### src/sv/usb_config_descriptor_walker_core_macros.svh
// ----------------------------------------------------------------------------
// USB configuration descriptor walker: assertion macros
// Shared concurrent assertion forms used by the walker RTL.
// ----------------------------------------------------------------------------
`ifndef USB_CONFIG_DESCRIPTOR_WALKER_CORE_MACROS_SVH
`define USB_CONFIG_DESCRIPTOR_WALKER_CORE_MACROS_SVH

// Same-cycle implication, disabled while reset is asserted.
`define UCDW_ASSERT_SAME(label, clk, rst_n, ante, cons) \
    label: assert property (@(posedge clk) disable iff (!rst_n) (ante) |-> (cons)) \
        else $error("ucdw assertion failed");

// Next-cycle implication, disabled while reset is asserted.
`define UCDW_ASSERT_NEXT(label, clk, rst_n, ante, cons) \
    label: assert property (@(posedge clk) disable iff (!rst_n) (ante) |=> (cons)) \
        else $error("ucdw assertion failed");

`endif

### src/sv/ucdw_pkg.sv
// ----------------------------------------------------------------------------
// USB configuration descriptor walker package
// Types, codes and constants shared by the walker modules.
// ----------------------------------------------------------------------------
`default_nettype none

package ucdw_pkg;

    localparam int MAX_ENDPOINTS = 32;
    localparam int COUNT_W       = 6;
    localparam int QUEUE_DEPTH   = 2;

    localparam logic [7:0] TYPE_INTERFACE = 8'd4;
    localparam logic [7:0] TYPE_ENDPOINT  = 8'd5;
    localparam logic [7:0] ANY_INTERFACE  = 8'hff;

    // Byte offsets inside a descriptor.
    localparam logic [7:0] POS_LENGTH   = 8'd0;
    localparam logic [7:0] POS_TYPE     = 8'd1;
    localparam logic [7:0] POS_IF_NUM   = 8'd2;
    localparam logic [7:0] POS_IF_ALT   = 8'd3;
    localparam logic [7:0] POS_IF_NEP   = 8'd4;
    localparam logic [7:0] POS_IF_LAST  = 8'd8;
    localparam logic [7:0] POS_EP_ADDR  = 8'd2;
    localparam logic [7:0] POS_EP_ATTR  = 8'd3;
    localparam logic [7:0] POS_EP_MPS_L = 8'd4;
    localparam logic [7:0] POS_EP_MPS_H = 8'd5;
    localparam logic [7:0] POS_EP_INTV  = 8'd6;

    typedef enum logic [1:0] {
        PH_SEARCH  = 2'd0,
        PH_COLLECT = 2'd1,
        PH_FOUND   = 2'd2,
        PH_LOST    = 2'd3
    } phase_t;

    typedef enum logic [1:0] {
        KIND_ENDPOINT  = 2'd0,
        KIND_FOUND     = 2'd1,
        KIND_NOT_FOUND = 2'd2
    } rec_kind_t;

    typedef struct packed {
        rec_kind_t          kind;
        logic [7:0]         endpoint_address;
        logic [1:0]         transfer_type;
        logic [15:0]        max_packet_size;
        logic [7:0]         poll_interval;
        logic [COUNT_W-1:0] endpoint_count;
        logic               last_of_run;
    } rec_t;

    // Results of one parsed byte, in output order.
    typedef struct packed {
        logic [1:0] cnt;
        rec_t       rec0;
        rec_t       rec1;
    } push_t;

    typedef struct packed {
        logic [1:0] free;
    } queue_status_t;

endpackage

`default_nettype wire

### src/sv/ucdw_if.sv
// ----------------------------------------------------------------------------
// USB configuration descriptor walker channel interfaces
// Valid/ready channels for descriptor bytes and for result records.
// ----------------------------------------------------------------------------
`default_nettype none

interface ucdw_byte_if;
    logic       valid;
    logic       ready;
    logic [7:0] data_byte;
    logic       first_byte;
    logic       end_of_config;

    modport source (output valid, data_byte, first_byte, end_of_config, input ready);
    modport sink   (input valid, data_byte, first_byte, end_of_config, output ready);
endinterface

interface ucdw_rec_if;
    logic        valid;
    logic        ready;
    logic [1:0]  record_kind;
    logic [7:0]  endpoint_address;
    logic [1:0]  transfer_type;
    logic [15:0] max_packet_size;
    logic [7:0]  poll_interval;
    logic [5:0]  endpoint_count;
    logic        last_of_run;

    modport source (output valid, record_kind, endpoint_address, transfer_type,
                    max_packet_size, poll_interval, endpoint_count, last_of_run,
                    input ready);
    modport sink   (input valid, record_kind, endpoint_address, transfer_type,
                    max_packet_size, poll_interval, endpoint_count, last_of_run,
                    output ready);
endinterface

`default_nettype wire

### src/sv/ucdw_parser.sv
// ----------------------------------------------------------------------------
// USB configuration descriptor walker parser
// Input register, descriptor walk state and per-byte result generation.
// ----------------------------------------------------------------------------
`default_nettype none

`include "usb_config_descriptor_walker_core_macros.svh"

module ucdw_parser (
    input  wire logic                   clk,
    input  wire logic                   rst_n,
    input  wire logic                   cfg_write_en,
    input  wire logic [7:0]             cfg_write_data,
    ucdw_byte_if.sink                   byte_in,
    input  wire ucdw_pkg::queue_status_t q_status,
    output ucdw_pkg::push_t             push
);
    import ucdw_pkg::*;

    // Input register.
    logic       item_valid_reg;
    logic [7:0] item_byte_reg;
    logic       item_first_reg;
    logic       item_last_reg;

    logic [7:0] target_reg;

    // Walk state.
    phase_t             phase_reg, phase_next;
    logic [7:0]         pos_reg, pos_next;
    logic [7:0]         len_reg, len_next;
    logic [7:0]         type_reg, type_next;
    logic [7:0]         if_num_reg, if_num_next;
    logic [7:0]         if_alt_reg, if_alt_next;
    logic [7:0]         exp_ep_reg, exp_ep_next;
    logic [7:0]         ep_addr_reg, ep_addr_next;
    logic [1:0]         ep_attr_reg, ep_attr_next;
    logic [15:0]        ep_mps_reg, ep_mps_next;
    logic [COUNT_W-1:0] count_reg, count_next;

    // State as seen by the current byte (after an optional restart).
    phase_t             ph_cur;
    logic [7:0]         pos_cur, type_cur, if_num_cur, if_alt_cur, exp_ep_cur;
    logic [7:0]         ep_addr_cur;
    logic [1:0]         ep_attr_cur;
    logic [15:0]        ep_mps_cur;
    logic [COUNT_W-1:0] count_cur, count_inc;

    logic       emit_ep;
    logic       fire;
    logic [1:0] need;
    rec_t       ep_rec, done_rec;

    assign need = {1'b0, emit_ep} + {1'b0, item_last_reg};
    assign fire = item_valid_reg && (need <= q_status.free);
    assign byte_in.ready = !item_valid_reg || fire;
    assign count_inc = count_cur + 1'b1;

    always_ff @(posedge clk or negedge rst_n)
    begin
        if (!rst_n)
        begin
            item_valid_reg <= 1'b0;
        end
        else if (byte_in.ready)
        begin
            item_valid_reg <= byte_in.valid;
        end
    end

    always_ff @(posedge clk)
    begin
        if (byte_in.valid && byte_in.ready)
        begin
            item_byte_reg  <= byte_in.data_byte;
            item_first_reg <= byte_in.first_byte;
            item_last_reg  <= byte_in.end_of_config;
        end
    end

    always_ff @(posedge clk or negedge rst_n)
    begin
        if (!rst_n)
        begin
            target_reg <= ANY_INTERFACE;
        end
        else if (cfg_write_en)
        begin
            target_reg <= cfg_write_data;
        end
    end

    always_ff @(posedge clk or negedge rst_n)
    begin
        if (!rst_n)
        begin
            phase_reg   <= PH_SEARCH;
            pos_reg     <= '0;
            len_reg     <= '0;
            type_reg    <= '0;
            if_num_reg  <= '0;
            if_alt_reg  <= '0;
            exp_ep_reg  <= '0;
            ep_addr_reg <= '0;
            ep_attr_reg <= '0;
            ep_mps_reg  <= '0;
            count_reg   <= '0;
        end
        else if (fire)
        begin
            phase_reg   <= phase_next;
            pos_reg     <= pos_next;
            len_reg     <= len_next;
            type_reg    <= type_next;
            if_num_reg  <= if_num_next;
            if_alt_reg  <= if_alt_next;
            exp_ep_reg  <= exp_ep_next;
            ep_addr_reg <= ep_addr_next;
            ep_attr_reg <= ep_attr_next;
            ep_mps_reg  <= ep_mps_next;
            count_reg   <= count_next;
        end
    end

    // Restart view: a first byte sees the cleared parser.
    always_comb
    begin
        if (item_first_reg)
        begin
            ph_cur      = PH_SEARCH;
            pos_cur     = '0;
            type_cur    = '0;
            if_num_cur  = '0;
            if_alt_cur  = '0;
            exp_ep_cur  = '0;
            ep_addr_cur = '0;
            ep_attr_cur = '0;
            ep_mps_cur  = '0;
            count_cur   = '0;
        end
        else
        begin
            ph_cur      = phase_reg;
            pos_cur     = pos_reg;
            type_cur    = type_reg;
            if_num_cur  = if_num_reg;
            if_alt_cur  = if_alt_reg;
            exp_ep_cur  = exp_ep_reg;
            ep_addr_cur = ep_addr_reg;
            ep_attr_cur = ep_attr_reg;
            ep_mps_cur  = ep_mps_reg;
            count_cur   = count_reg;
        end
    end

    always_comb
    begin
        phase_next   = ph_cur;
        pos_next     = pos_cur;
        len_next     = item_first_reg ? 8'd0 : len_reg;
        type_next    = type_cur;
        if_num_next  = if_num_cur;
        if_alt_next  = if_alt_cur;
        exp_ep_next  = exp_ep_cur;
        ep_addr_next = ep_addr_cur;
        ep_attr_next = ep_attr_cur;
        ep_mps_next  = ep_mps_cur;
        count_next   = count_cur;
        emit_ep      = 1'b0;

        if (ph_cur == PH_SEARCH || ph_cur == PH_COLLECT)
        begin
            if (pos_cur == POS_LENGTH)
            begin
                len_next  = item_byte_reg;
                type_next = '0;
                if (item_byte_reg == 8'd0)
                begin
                    phase_next = (ph_cur == PH_COLLECT) ? PH_FOUND : PH_LOST;
                end
            end
            else if (pos_cur == POS_TYPE)
            begin
                type_next = item_byte_reg;
                if (ph_cur == PH_COLLECT && item_byte_reg == TYPE_INTERFACE)
                begin
                    phase_next = PH_FOUND;
                end
            end
            else if (ph_cur == PH_SEARCH && type_cur == TYPE_INTERFACE)
            begin
                if (pos_cur == POS_IF_NUM)
                begin
                    if_num_next = item_byte_reg;
                end
                else if (pos_cur == POS_IF_ALT)
                begin
                    if_alt_next = item_byte_reg;
                end
                else if (pos_cur == POS_IF_NEP)
                begin
                    exp_ep_next = item_byte_reg;
                end
                else if (pos_cur == POS_IF_LAST && if_alt_cur == 8'd0 &&
                         (target_reg == ANY_INTERFACE || if_num_cur == target_reg))
                begin
                    count_next = '0;
                    phase_next = (exp_ep_cur == 8'd0) ? PH_FOUND : PH_COLLECT;
                end
            end
            else if (ph_cur == PH_COLLECT && type_cur == TYPE_ENDPOINT)
            begin
                if (pos_cur == POS_EP_ADDR)
                begin
                    ep_addr_next = item_byte_reg;
                end
                else if (pos_cur == POS_EP_ATTR)
                begin
                    ep_attr_next = item_byte_reg[1:0];
                end
                else if (pos_cur == POS_EP_MPS_L)
                begin
                    ep_mps_next = {ep_mps_cur[15:8], item_byte_reg};
                end
                else if (pos_cur == POS_EP_MPS_H)
                begin
                    ep_mps_next = {item_byte_reg, ep_mps_cur[7:0]};
                end
                else if (pos_cur == POS_EP_INTV)
                begin
                    count_next = count_inc;
                    emit_ep    = 1'b1;
                    if ({2'b00, count_inc} >= exp_ep_cur ||
                        count_inc >= COUNT_W'(MAX_ENDPOINTS))
                    begin
                        phase_next = PH_FOUND;
                    end
                end
            end

            if (phase_next == PH_SEARCH || phase_next == PH_COLLECT)
            begin
                if ({1'b0, pos_cur} + 9'd1 >= {1'b0, len_next})
                begin
                    pos_next = '0;
                end
                else
                begin
                    pos_next = pos_cur + 8'd1;
                end
            end
        end

        ep_rec.kind             = KIND_ENDPOINT;
        ep_rec.endpoint_address = ep_addr_cur;
        ep_rec.transfer_type    = ep_attr_cur;
        ep_rec.max_packet_size  = ep_mps_cur;
        ep_rec.poll_interval    = item_byte_reg;
        ep_rec.endpoint_count   = count_inc;
        ep_rec.last_of_run      = !item_last_reg;

        done_rec.kind = (phase_next == PH_COLLECT || phase_next == PH_FOUND) ?
                        KIND_FOUND : KIND_NOT_FOUND;
        done_rec.endpoint_address = '0;
        done_rec.transfer_type    = '0;
        done_rec.max_packet_size  = '0;
        done_rec.poll_interval    = '0;
        done_rec.endpoint_count   = count_next;
        done_rec.last_of_run      = 1'b1;

        // The final byte of a set leaves the parser cleared for the next set.
        if (item_last_reg)
        begin
            phase_next   = PH_SEARCH;
            pos_next     = '0;
            len_next     = '0;
            type_next    = '0;
            if_num_next  = '0;
            if_alt_next  = '0;
            exp_ep_next  = '0;
            ep_addr_next = '0;
            ep_attr_next = '0;
            ep_mps_next  = '0;
            count_next   = '0;
        end

        push.cnt  = fire ? need : 2'd0;
        push.rec0 = emit_ep ? ep_rec : done_rec;
        push.rec1 = done_rec;
    end

    // A parsed byte never pushes more results than the queue can take.
    `UCDW_ASSERT_SAME(a_push_fits, clk, rst_n, push.cnt != 2'd0, push.cnt <= q_status.free)
    // The final byte of a set always leaves the walk at the start of a search.
    `UCDW_ASSERT_NEXT(a_clear_after_last, clk, rst_n, fire && item_last_reg,
                      phase_reg == PH_SEARCH && pos_reg == 8'd0 && count_reg == '0)
    // The collected count never passes the endpoint limit.
    `UCDW_ASSERT_SAME(a_count_limit, clk, rst_n, 1'b1,
                      count_reg <= COUNT_W'(MAX_ENDPOINTS))
    // A held byte that cannot be parsed keeps the input side stalled.
    `UCDW_ASSERT_SAME(a_stall_holds, clk, rst_n, item_valid_reg && !fire, !byte_in.ready)

endmodule

`default_nettype wire

### src/sv/ucdw_out_queue.sv
// ----------------------------------------------------------------------------
// USB configuration descriptor walker result queue
// Two-entry register queue that takes up to two results per cycle.
// ----------------------------------------------------------------------------
`default_nettype none

module ucdw_out_queue (
    input  wire logic                   clk,
    input  wire logic                   rst_n,
    input  wire ucdw_pkg::push_t        push,
    output ucdw_pkg::queue_status_t     q_status,
    ucdw_rec_if.source                  rec_out
);
    import ucdw_pkg::*;

    rec_t       entry_reg [QUEUE_DEPTH];
    logic       rd_ptr_reg, rd_ptr_next;
    logic       wr_ptr_reg, wr_ptr_next;
    logic [1:0] count_reg, count_next;
    logic       pop;
    rec_t       head;

    assign head = entry_reg[rd_ptr_reg];
    assign pop  = (count_reg != 2'd0) && rec_out.ready;

    assign q_status.free = 2'(QUEUE_DEPTH) - count_reg + {1'b0, pop};

    assign rec_out.valid            = (count_reg != 2'd0);
    assign rec_out.record_kind      = head.kind;
    assign rec_out.endpoint_address = head.endpoint_address;
    assign rec_out.transfer_type    = head.transfer_type;
    assign rec_out.max_packet_size  = head.max_packet_size;
    assign rec_out.poll_interval    = head.poll_interval;
    assign rec_out.endpoint_count   = head.endpoint_count;
    assign rec_out.last_of_run      = head.last_of_run;

    always_comb
    begin
        rd_ptr_next = rd_ptr_reg ^ pop;
        wr_ptr_next = wr_ptr_reg ^ push.cnt[0];
        count_next  = count_reg + push.cnt - {1'b0, pop};
    end

    always_ff @(posedge clk or negedge rst_n)
    begin
        if (!rst_n)
        begin
            rd_ptr_reg <= 1'b0;
            wr_ptr_reg <= 1'b0;
            count_reg  <= 2'd0;
        end
        else
        begin
            rd_ptr_reg <= rd_ptr_next;
            wr_ptr_reg <= wr_ptr_next;
            count_reg  <= count_next;
        end
    end

    always_ff @(posedge clk)
    begin
        if (push.cnt != 2'd0)
        begin
            entry_reg[wr_ptr_reg] <= push.rec0;
        end
        if (push.cnt == 2'd2)
        begin
            entry_reg[!wr_ptr_reg] <= push.rec1;
        end
    end

endmodule

`default_nettype wire

### src/sv/usb_config_descriptor_walker_core.sv
// ----------------------------------------------------------------------------
// USB configuration descriptor walker
// Walks a configuration descriptor set byte by byte and reports the
// endpoints of the selected interface.
// ----------------------------------------------------------------------------
// The block takes one descriptor byte per word on byte_in and may accept a
// new byte in every cycle while the result queue has room for the results of
// the held byte. An accepted byte is held in an input register and parsed
// once the queue can take all of its results; they land in the two-entry
// result queue, and the first of them appears on rec_out in the cycle after
// it is written. The result queue drains one word per cycle while rec_out is
// ready, which sets the sustained rate: one byte per cycle, except that a
// final byte which also completes an endpoint descriptor yields two results.
// Write the target interface number (0xff matches the first interface found)
// while the block is idle.
// ----------------------------------------------------------------------------
`default_nettype none

module usb_config_descriptor_walker_core (
    input  wire logic       clk,
    input  wire logic       rst_n,
    input  wire logic       cfg_write_en,
    input  wire logic [7:0] cfg_write_data,
    ucdw_byte_if.sink       byte_in,
    ucdw_rec_if.source      rec_out
);
    import ucdw_pkg::*;

    // Results of each parsed byte travel to the queue, and the queue reports
    // how many entries it can take in the same cycle (counting a pop).
    push_t         push;
    queue_status_t q_status;

    // Parser: input register, walk state and the target register.
    ucdw_parser u_parser (
        .clk            (clk),
        .rst_n          (rst_n),
        .cfg_write_en   (cfg_write_en),
        .cfg_write_data (cfg_write_data),
        .byte_in        (byte_in),
        .q_status       (q_status),
        .push           (push)
    );

    // Result queue: separates the parser from a stalled consumer.
    ucdw_out_queue u_out_queue (
        .clk      (clk),
        .rst_n    (rst_n),
        .push     (push),
        .q_status (q_status),
        .rec_out  (rec_out)
    );

endmodule

`default_nettype wire
### src/flat_wrapper.sv
// flat-port wrapper written by rule: the top's interface ports become plain ports
module usb_config_descriptor_walker_core_flat import ucdw_pkg::*;
  (clk, rst_n, cfg_write_en, cfg_write_data, byte_in_valid, byte_in_data_byte, byte_in_first_byte, byte_in_end_of_config, byte_in_ready, rec_out_valid, rec_out_record_kind, rec_out_endpoint_address, rec_out_transfer_type, rec_out_max_packet_size, rec_out_poll_interval, rec_out_endpoint_count, rec_out_last_of_run, rec_out_ready);
  ucdw_byte_if byte_in_i ();
  ucdw_rec_if rec_out_i ();
  input  wire logic clk;
  input  wire logic rst_n;
  input  wire logic cfg_write_en;
  input  wire logic [7:0] cfg_write_data;
  input wire logic [$bits(byte_in_i.valid)-1:0] byte_in_valid;
  input wire logic [$bits(byte_in_i.data_byte)-1:0] byte_in_data_byte;
  input wire logic [$bits(byte_in_i.first_byte)-1:0] byte_in_first_byte;
  input wire logic [$bits(byte_in_i.end_of_config)-1:0] byte_in_end_of_config;
  output wire logic [$bits(byte_in_i.ready)-1:0] byte_in_ready;
  output wire logic [$bits(rec_out_i.valid)-1:0] rec_out_valid;
  output wire logic [$bits(rec_out_i.record_kind)-1:0] rec_out_record_kind;
  output wire logic [$bits(rec_out_i.endpoint_address)-1:0] rec_out_endpoint_address;
  output wire logic [$bits(rec_out_i.transfer_type)-1:0] rec_out_transfer_type;
  output wire logic [$bits(rec_out_i.max_packet_size)-1:0] rec_out_max_packet_size;
  output wire logic [$bits(rec_out_i.poll_interval)-1:0] rec_out_poll_interval;
  output wire logic [$bits(rec_out_i.endpoint_count)-1:0] rec_out_endpoint_count;
  output wire logic [$bits(rec_out_i.last_of_run)-1:0] rec_out_last_of_run;
  input wire logic [$bits(rec_out_i.ready)-1:0] rec_out_ready;
  assign byte_in_i.valid = byte_in_valid;
  assign byte_in_i.data_byte = byte_in_data_byte;
  assign byte_in_i.first_byte = byte_in_first_byte;
  assign byte_in_i.end_of_config = byte_in_end_of_config;
  assign byte_in_ready = byte_in_i.ready;
  assign rec_out_valid = rec_out_i.valid;
  assign rec_out_record_kind = rec_out_i.record_kind;
  assign rec_out_endpoint_address = rec_out_i.endpoint_address;
  assign rec_out_transfer_type = rec_out_i.transfer_type;
  assign rec_out_max_packet_size = rec_out_i.max_packet_size;
  assign rec_out_poll_interval = rec_out_i.poll_interval;
  assign rec_out_endpoint_count = rec_out_i.endpoint_count;
  assign rec_out_last_of_run = rec_out_i.last_of_run;
  assign rec_out_i.ready = rec_out_ready;
  usb_config_descriptor_walker_core u_core (.clk(clk), .rst_n(rst_n), .cfg_write_en(cfg_write_en), .cfg_write_data(cfg_write_data), .byte_in(byte_in_i), .rec_out(rec_out_i));
endmodule
### config.mk
export PLATFORM = sky130hd
export DESIGN_NAME = usb_config_descriptor_walker_core_flat
export DESIGN_NICKNAME = d
export VERILOG_FILES = /design/src/sv/ucdw_pkg.sv /design/src/sv/ucdw_if.sv /design/src/sv/ucdw_parser.sv /design/src/sv/ucdw_out_queue.sv /design/src/sv/usb_config_descriptor_walker_core.sv /design/src/flat_wrapper.sv
export VERILOG_INCLUDE_DIRS = /design/src /design/src/sv
export SDC_FILE = /design/constraint.sdc
export NUM_CORES = 1
export LEC_CHECK = 0
export BUFFER_PORTS_ARGS = -buffer_cell sky130_fd_sc_hd__buf_2
export CAP_MARGIN = 20
export CORE_MARGIN = 5
export CORE_UTILIZATION = 28
export DETAILED_ROUTE_END_ITERATION = 10
export REMOVE_ABC_BUFFERS = 1
export SLEW_MARGIN = 20
export SYNTH_ARGS = -nofsm -noshare
export SYNTH_HDL_FRONTEND = slang
export SYNTH_SLANG_ARGS = --single-unit
### constraint.sdc
create_clock -name clk -period 10 [get_ports clk]
set_input_delay 1 -clock clk [delete_from_list [all_inputs] [get_ports clk]]
set_output_delay 1 -clock clk [all_outputs]
set_load 0.01 [all_outputs]
== Yosys cells after proc, flatten, opt, wreduce, memory -nomap -nowiden ==
Memories as Yosys holds them, arrays and structs flattened.
Cells that the tools add are included.

* Memories kept: 1
* Output and inout port bits: 45
* Bits in writable memories: 86
* Word-level logic and storage cells: 198
* Bits in registers: 105
* Input port bits: 23

* Equality and inequality tests: 17
* Order comparisons: 4
* Add/subtract/negate cells: 8
* Reduce and logical (&&, ||, !) cells: 25
* Mux-type cells: 122
* Bitwise gates (word level): 2

{| class="wikitable"
|+ Memories
! memory !! words !! width !! rd ports !! clocked after Yosys merged registers in !! wr ports !! RTL line !! RTL
|-
| u_core.u_out_queue.entry_reg || 2 || 43 || 1 || 0 || 2 || ucdw_out_queue.sv:16 || <nowiki>rec_t entry_reg [QUEUE_DEPTH];</nowiki>
|}

{| class="wikitable"
|+ Operators with widths
! operator !! number
|-
| $mux 8 || 47
|-
| $mux 16 || 11
|-
| $mux 6 || 16
|-
| $mux 2 || 32
|-
| $eq 8x3->1 const B || 6
|-
| $mux 43 || 1
|-
| $logic_not 8->1 || 4
|-
| $eq 8x2->1 const B || 2
|-
| $mux 1 || 15
|-
| $add 8x1->9 const B || 1
|-
| $ge 9x8->1 || 1
|-
| $add 8x1->8 const B || 1
|-
| $eq 8x1->1 const B || 1
|-
| $eq 8x4->1 const B || 1
|-
| $eq 8x8->1 || 1
|-
| $eq 8x8->1 const B || 1
|-
| $ge 6x8->1 || 1
|-
| $logic_and 1x1->1 || 8
|-
| $add 6x1->6 const B || 1
|-
| $eq 2x1->1 const B || 3
|-
| $ge 6x6->1 const B || 1
|-
| $logic_or 1x1->1 || 6
|-
| $eq 2x2->1 const B || 2
|-
| $logic_not 2->1 || 2
|-
| 9 further kinds || 13
|}

== Logic depth before layout (Yosys ltp) ==
* Depth in word-level cells: 20
* Depth in mapped cells: 23
* Depth with buffers taken out: 19

== Modules after synthesis ==
A second synthesis with hierarchy kept.

* Cells, all modules: 941
* Area, all modules: 10592.7 sq um

{| class="wikitable"
|+ Modules (own cells, without submodules)
! module !! seq. area each (sq um) !! area each (sq um) !! times used !! cells an instance
|-
| ucdw_parser || 2587.5 || 6185.9 || 1 || 688
|-
| ucdw_out_queue || 2682.6 || 4406.7 || 1 || 253
|}

== Least setup slack after synthesis ==
OpenSTA, ideal clock, no wires.

* Path type: reg2reg
* Start point: register u_core.u_parser.item_first_reg
* End point: register u_core.u_parser.pos_reg[2]
* Library setup time: 0.065 ns
* Period minus slack after synthesis: 4.685 ns
* Arrival time: 4.620 ns
* Buffers on the path: 5
* Stages on the path, launching flop included: 22
* Path slack: 5.315 ns
* Data required time: 9.935 ns
* Cells stage by stage: edfxtp_1 buf_2 inv_1 clkbuf_1 clkbuf_1 nand2_1 ha_1 nor4_4 nand3_1 inv_1 ha_1 ha_1 nor2b_1 o21ai_1 and2_1 clkbuf_1 nand2b_1 buf_1 nor2_1 nand2_1 nor3_1 a31o_2

* Cells in the longest elaborated chain, start to end: 20
* Elaborated cells on any way between the ends: 78
* Classes of those cells: add/sub (4); order compare (4); eq/ne (12); mux (43); reduce/logical (15)

{| class="wikitable"
|+ RTL lines
! what !! RTL line !! RTL
|-
| start: declaration || ucdw_parser.sv:23 || <nowiki>logic item_first_reg;</nowiki>
|-
| start signal: assignment || ucdw_parser.sv:76 || <nowiki>item_first_reg <= byte_in.first_byte;</nowiki>
|-
| $mux 6 || ucdw_parser.sv:128 || <nowiki>if (item_first_reg)</nowiki>
|-
| $add 6x1->6 || ucdw_parser.sv:57 || <nowiki>assign count_inc = count_cur + 1'b1;</nowiki>
|-
| $ge 6x8->1 or $ge 6x6->1 (tied branches) || ucdw_parser.sv:233, ucdw_parser.sv:234 ||
|-
| $logic_or 1x1->1 || ucdw_parser.sv:233 || <nowiki>if ({2'b00, count_inc} >= exp_ep_cur ||</nowiki>
|-
| $mux 2 || ucdw_parser.sv:233 ||
|-
| $mux 2 || ucdw_parser.sv:229 || <nowiki>else if (pos_cur == POS_EP_INTV)</nowiki>
|-
| $mux 2 || ucdw_parser.sv:225 || <nowiki>else if (pos_cur == POS_EP_MPS_H)</nowiki>
|-
| $mux 2 || ucdw_parser.sv:221 || <nowiki>else if (pos_cur == POS_EP_MPS_L)</nowiki>
|-
| [... 4 more ...] || -- ||
|-
| $mux 2 || ucdw_parser.sv:182 || <nowiki>else if (pos_cur == POS_TYPE)</nowiki>
|-
| $mux 2 || ucdw_parser.sv:173 || <nowiki>if (pos_cur == POS_LENGTH)</nowiki>
|-
| $mux 2 || ucdw_parser.sv:171 || <nowiki>if (ph_cur == PH_SEARCH || ph_cur == PH_COLLECT)</nowiki>
|-
| $eq 2x1->1 or $logic_not 2->1 (tied branches) || ucdw_parser.sv:241 || <nowiki>if (phase_next == PH_SEARCH || phase_next == PH_COLLECT)</nowiki>
|-
| $logic_or 1x1->1 || ucdw_parser.sv:241 ||
|-
| $mux 8 || ucdw_parser.sv:241 ||
|-
| $mux 8 || ucdw_parser.sv:171 ||
|-
| $mux 8 || ucdw_parser.sv:272 || <nowiki>if (item_last_reg)</nowiki>
|-
| end signal: assignment || ucdw_parser.sv:112 || <nowiki>pos_reg <= pos_next;</nowiki>
|-
| end: declaration || ucdw_parser.sv:30 || <nowiki>logic [7:0] pos_reg, pos_next;</nowiki>
|}

Parallel ways exist; a longest one is shown, timed or not. The select of a mux whose other input is x is not followed.
A chain may end at the register's enable or synchronous reset.

== Final worst setup path ==
* Start point: register u_core.u_parser.item_first_reg
* End point: register u_core.u_parser.pos_reg[5]

The elaborated chain is that of the path after synthesis.

==> flow_metrics.env <==
export IMPL_synth_cell_types=64
export IMPL_start_util=0.283
export IMPL_mappedNetlistArea_sq_um=9160
export IMPL_cts_hold_buf=0
export IMPL_drive_above_1_share=0.201
export IMPL_clockRootBuffer="clkbuf_16"
export IMPL_max_freq_mhz=156
export IMPL_core_sq_um=32400
export IMPL_final_common_cell="nand2_1"
export IMPL_power_density_nw_per_um2=225
export IMPL_grt_ovfl_total=0
export IMPL_cts_resized_gates=0
export IMPL_clk_pin_slew_ns=0.07
export IMPL_synth_edff_count=26
export IMPL_synth_flop_cell="dfrtp_1"
export IMPL_synth_xor_area_frac=0.0201
export IMPL_io_pin_count=68
export IMPL_grt_pass1_vias=6940
export IMPL_final_cell_mix="95 x nand2_1, 93 x a22o_1, 86 x dfrtp_1"
export IMPL_start_kind="register"
export IMPL_clock_path_buffers=2
export IMPL_layout_setup_ws_ns=3.58
export IMPL_path_class="register to register"
export IMPL_postCtsSetupBuffers=0
export IMPL_synth_seq_area_share=0.499
export IMPL_async_flop_share=0.497
export IMPL_grtUsageTotal=0.138
export IMPL_routedWlPerCell_um=18.1
export IMPL_synth_compound_area_frac=0.207
export IMPL_routed_via_density=5.20
export IMPL_hold_viol_final=0
export IMPL_maxCapViolCount=0
export IMPL_postSynthCellCount=892
export IMPL_worst_ep_arrival_time_ns=6.79
export IMPL_ir_worst_vdd_mv=0.149
export IMPL_setup_viol=0
export IMPL_largest_reg_flops=86
export IMPL_power_total_mw=2.38
export IMPL_clk_latency_ns=0.44
export IMPL_avgSynthCellArea_sq_um=10.3
export IMPL_cts_buffers=17
export IMPL_muxShareOfSynthArea=0.0661
export IMPL_yosys_area_share_adder=0.0328
export IMPL_finClkSkew_ns=0.0130
export IMPL_fin_tns_setup_ns=0
export IMPL_finalWeightedCongestion=0.908
export IMPL_portBuffers=67
export IMPL_h_tree_depth=4
export IMPL_die_w_um=191
export IMPL_drt_total_wl_um=25100
export IMPL_areaGrowthSynthToFinish_pct=15.5
export IMPL_hp_class="register to register"
export IMPL_fin_crit_ns=6.42
export IMPL_num_vias=7222
export IMPL_synth_seq_cells=191
export IMPL_drt_pass1_iter_count=5
export IMPL_pre_cts_slack_ns=3.78
export IMPL_worst_pin_slew_ns=1.07
export IMPL_r2r_setup_slack_ns=3.58
export IMPL_antenna_cells=0
export IMPL_crit_required_ns=10.37
export IMPL_timing_slew_headroom=0.288
export IMPL_drv_slew=0
export IMPL_drcViolationCount=0
export IMPL_p_leak_nw=4.35
export IMPL_post_route_util=0.327
export IMPL_outcome="completed"
export IMPL_postRouteAntennaNets=0
export IMPL_grt_pass1_wl_um=40000
export IMPL_drtIter0Drc=638
export IMPL_synth_top_family_by_area="compound AO/OA/AOI/OAI gates"
export IMPL_grt_max_degree=52
export IMPL_cp_max_fo=51
export IMPL_finalCritPeriodShare=0.642
export IMPL_finalNetCount=982
export IMPL_rsz0062_at_grt="no"
export IMPL_dieArea_sq_um=36400
export IMPL_nFillCells=3305
export IMPL_die_h_um=191
export IMPL_cts_sinks=191
export IMPL_dp_hpwl_um=16700
export IMPL_rows=66
export IMPL_yosys_area_share_simple=0.143
export IMPL_antenna_found_initial=0
export IMPL_synth_warnings=0
export IMPL_worstSetupEndpointType="register"
export IMPL_cts_tree="built"
-- layer usage --
layer  vias to the layer above  global-route usage  share of wire  wire length [um]
met1                      3549               0.196           0.47             11800
met2                       240               0.213           0.45             11300
met5                         -                   0              0                 0
li1                       3410                   -              -                 -
met3                        23              0.0317          0.065              1640
met4                         0              0.0326          0.012               289
-- area by class of cell --
type | instances | area (sq um) | share of cell area
sequential | 191 | 4570 | 0.432
multi-input combinational | 627 | 4300 | 0.407
tap | 442 | 553 | 0.0523
timing repair buffer | 82 | 450 | 0.0426
clock buffer | 17 | 425 | 0.0402
clock inverter | 15 | 213 | 0.0201
inverter | 16 | 60.1 | 0.00568
-- synthesized netlist by cell type (9+ instances only) --
| cell type | number | area (sq um) |
|---|---|---|
| nand3_1 | 25 | 125 |
| xnor2_1 | 14 | 123 |
| nor3_1 | 18 | 90.1 |
| buf_2 | 10 | 50.1 |
| a21oi_1 | 18 | 90.1 |
| mux2_2 | 52 | 586 |
| dfrtp_1 | 87 | 2180 |
| clkbuf_1 | 44 | 165 |
| nor4_1 | 9 | 56.3 |
| nand2_1 | 95 | 357 |
| ha_1 | 24 | 300 |
| nor2b_1 | 12 | 75.1 |
| o21ai_0 | 59 | 295 |
| edfxtp_1 | 26 | 781 |
| a22oi_1 | 27 | 203 |
| dfxtp_1 | 70 | 1400 |
| nor2_1 | 57 | 214 |
| inv_1 | 16 | 60.1 |
| a22o_1 | 93 | 815 |
-- critical path, cell delays in order (launching register included) --
cell and delay, ns:
edfxtp_1 0.36, buf_4 0.30, inv_1 0.75, nand2_1 0.29, ha_1 0.40, nor4_4 0.36, nand3_1 0.30, inv_1 0.23
ha_1 0.29, ha_1 0.27, nor2b_1 0.13, o21ai_1 0.22, and2_1 0.57, nand2b_1 0.40, nor2_1 0.40, nand2_1 0.09
nor3_1 0.70, a22o_1 0.26
-- power breakdown --
| group | internal (mW) | total, mW | switching, mW |
|---|---|---|---|
| Clock | 0.389 | 0.733 | 0.344 |
| Combinational | 0.207 | 0.703 | 0.496 |
| Sequential | 0.853 | 0.939 | 0.0857 |
| Total | 1.45 | 2.38 | 0.926 |
-- worst paths after layout --
path / startpoint / end / depth (start not counted)
max: u_core.u_parser.item_first_reg / u_core.u_parser.pos_reg[5] / 17
min: u_core.u_parser.ep_addr_reg[7] / u_core.u_parser.ep_addr_reg[7] / 2
max reg2reg: u_core.u_parser.item_first_reg / u_core.u_parser.pos_reg[5] / 17
min reg2reg: u_core.u_parser.ep_addr_reg[7] / u_core.u_parser.ep_addr_reg[7] / 2
max in group asynchronous: rst_n / u_core.u_parser.ep_addr_reg[3] / 2
min in group asynchronous: rst_n / u_core.u_parser.item_valid_reg / 1
-- logic make-up (layout without fill, tap and decap cells) --
group / after synthesis / count (layout)
adder cells (fa/ha/maj): 24 / 24
multiplexers: 54 / 54
AO/OA/AOI/OAI: 259 / 259
flip-flops: 191 / 191
AND/OR/NAND/NOR: 269 / 269
buffers and inverters: 74 / 130
XOR/XNOR: 21 / 21
-- metrics by stage --
stage | instances | hold WS [ns] | cell area, sq um
CTS | 1390 | 0.465 | 10600
floorplan | 834 | 0.431 | 8920
global route | 1390 | 0.487 | 10600
global placement | 1358 | 0.447 | 9940
finish | 1390 | 0.462 | 10600
detailed placement | 1358 | 0.447 | 9940
Note: power is estimated with default switching activity, not from simulation.
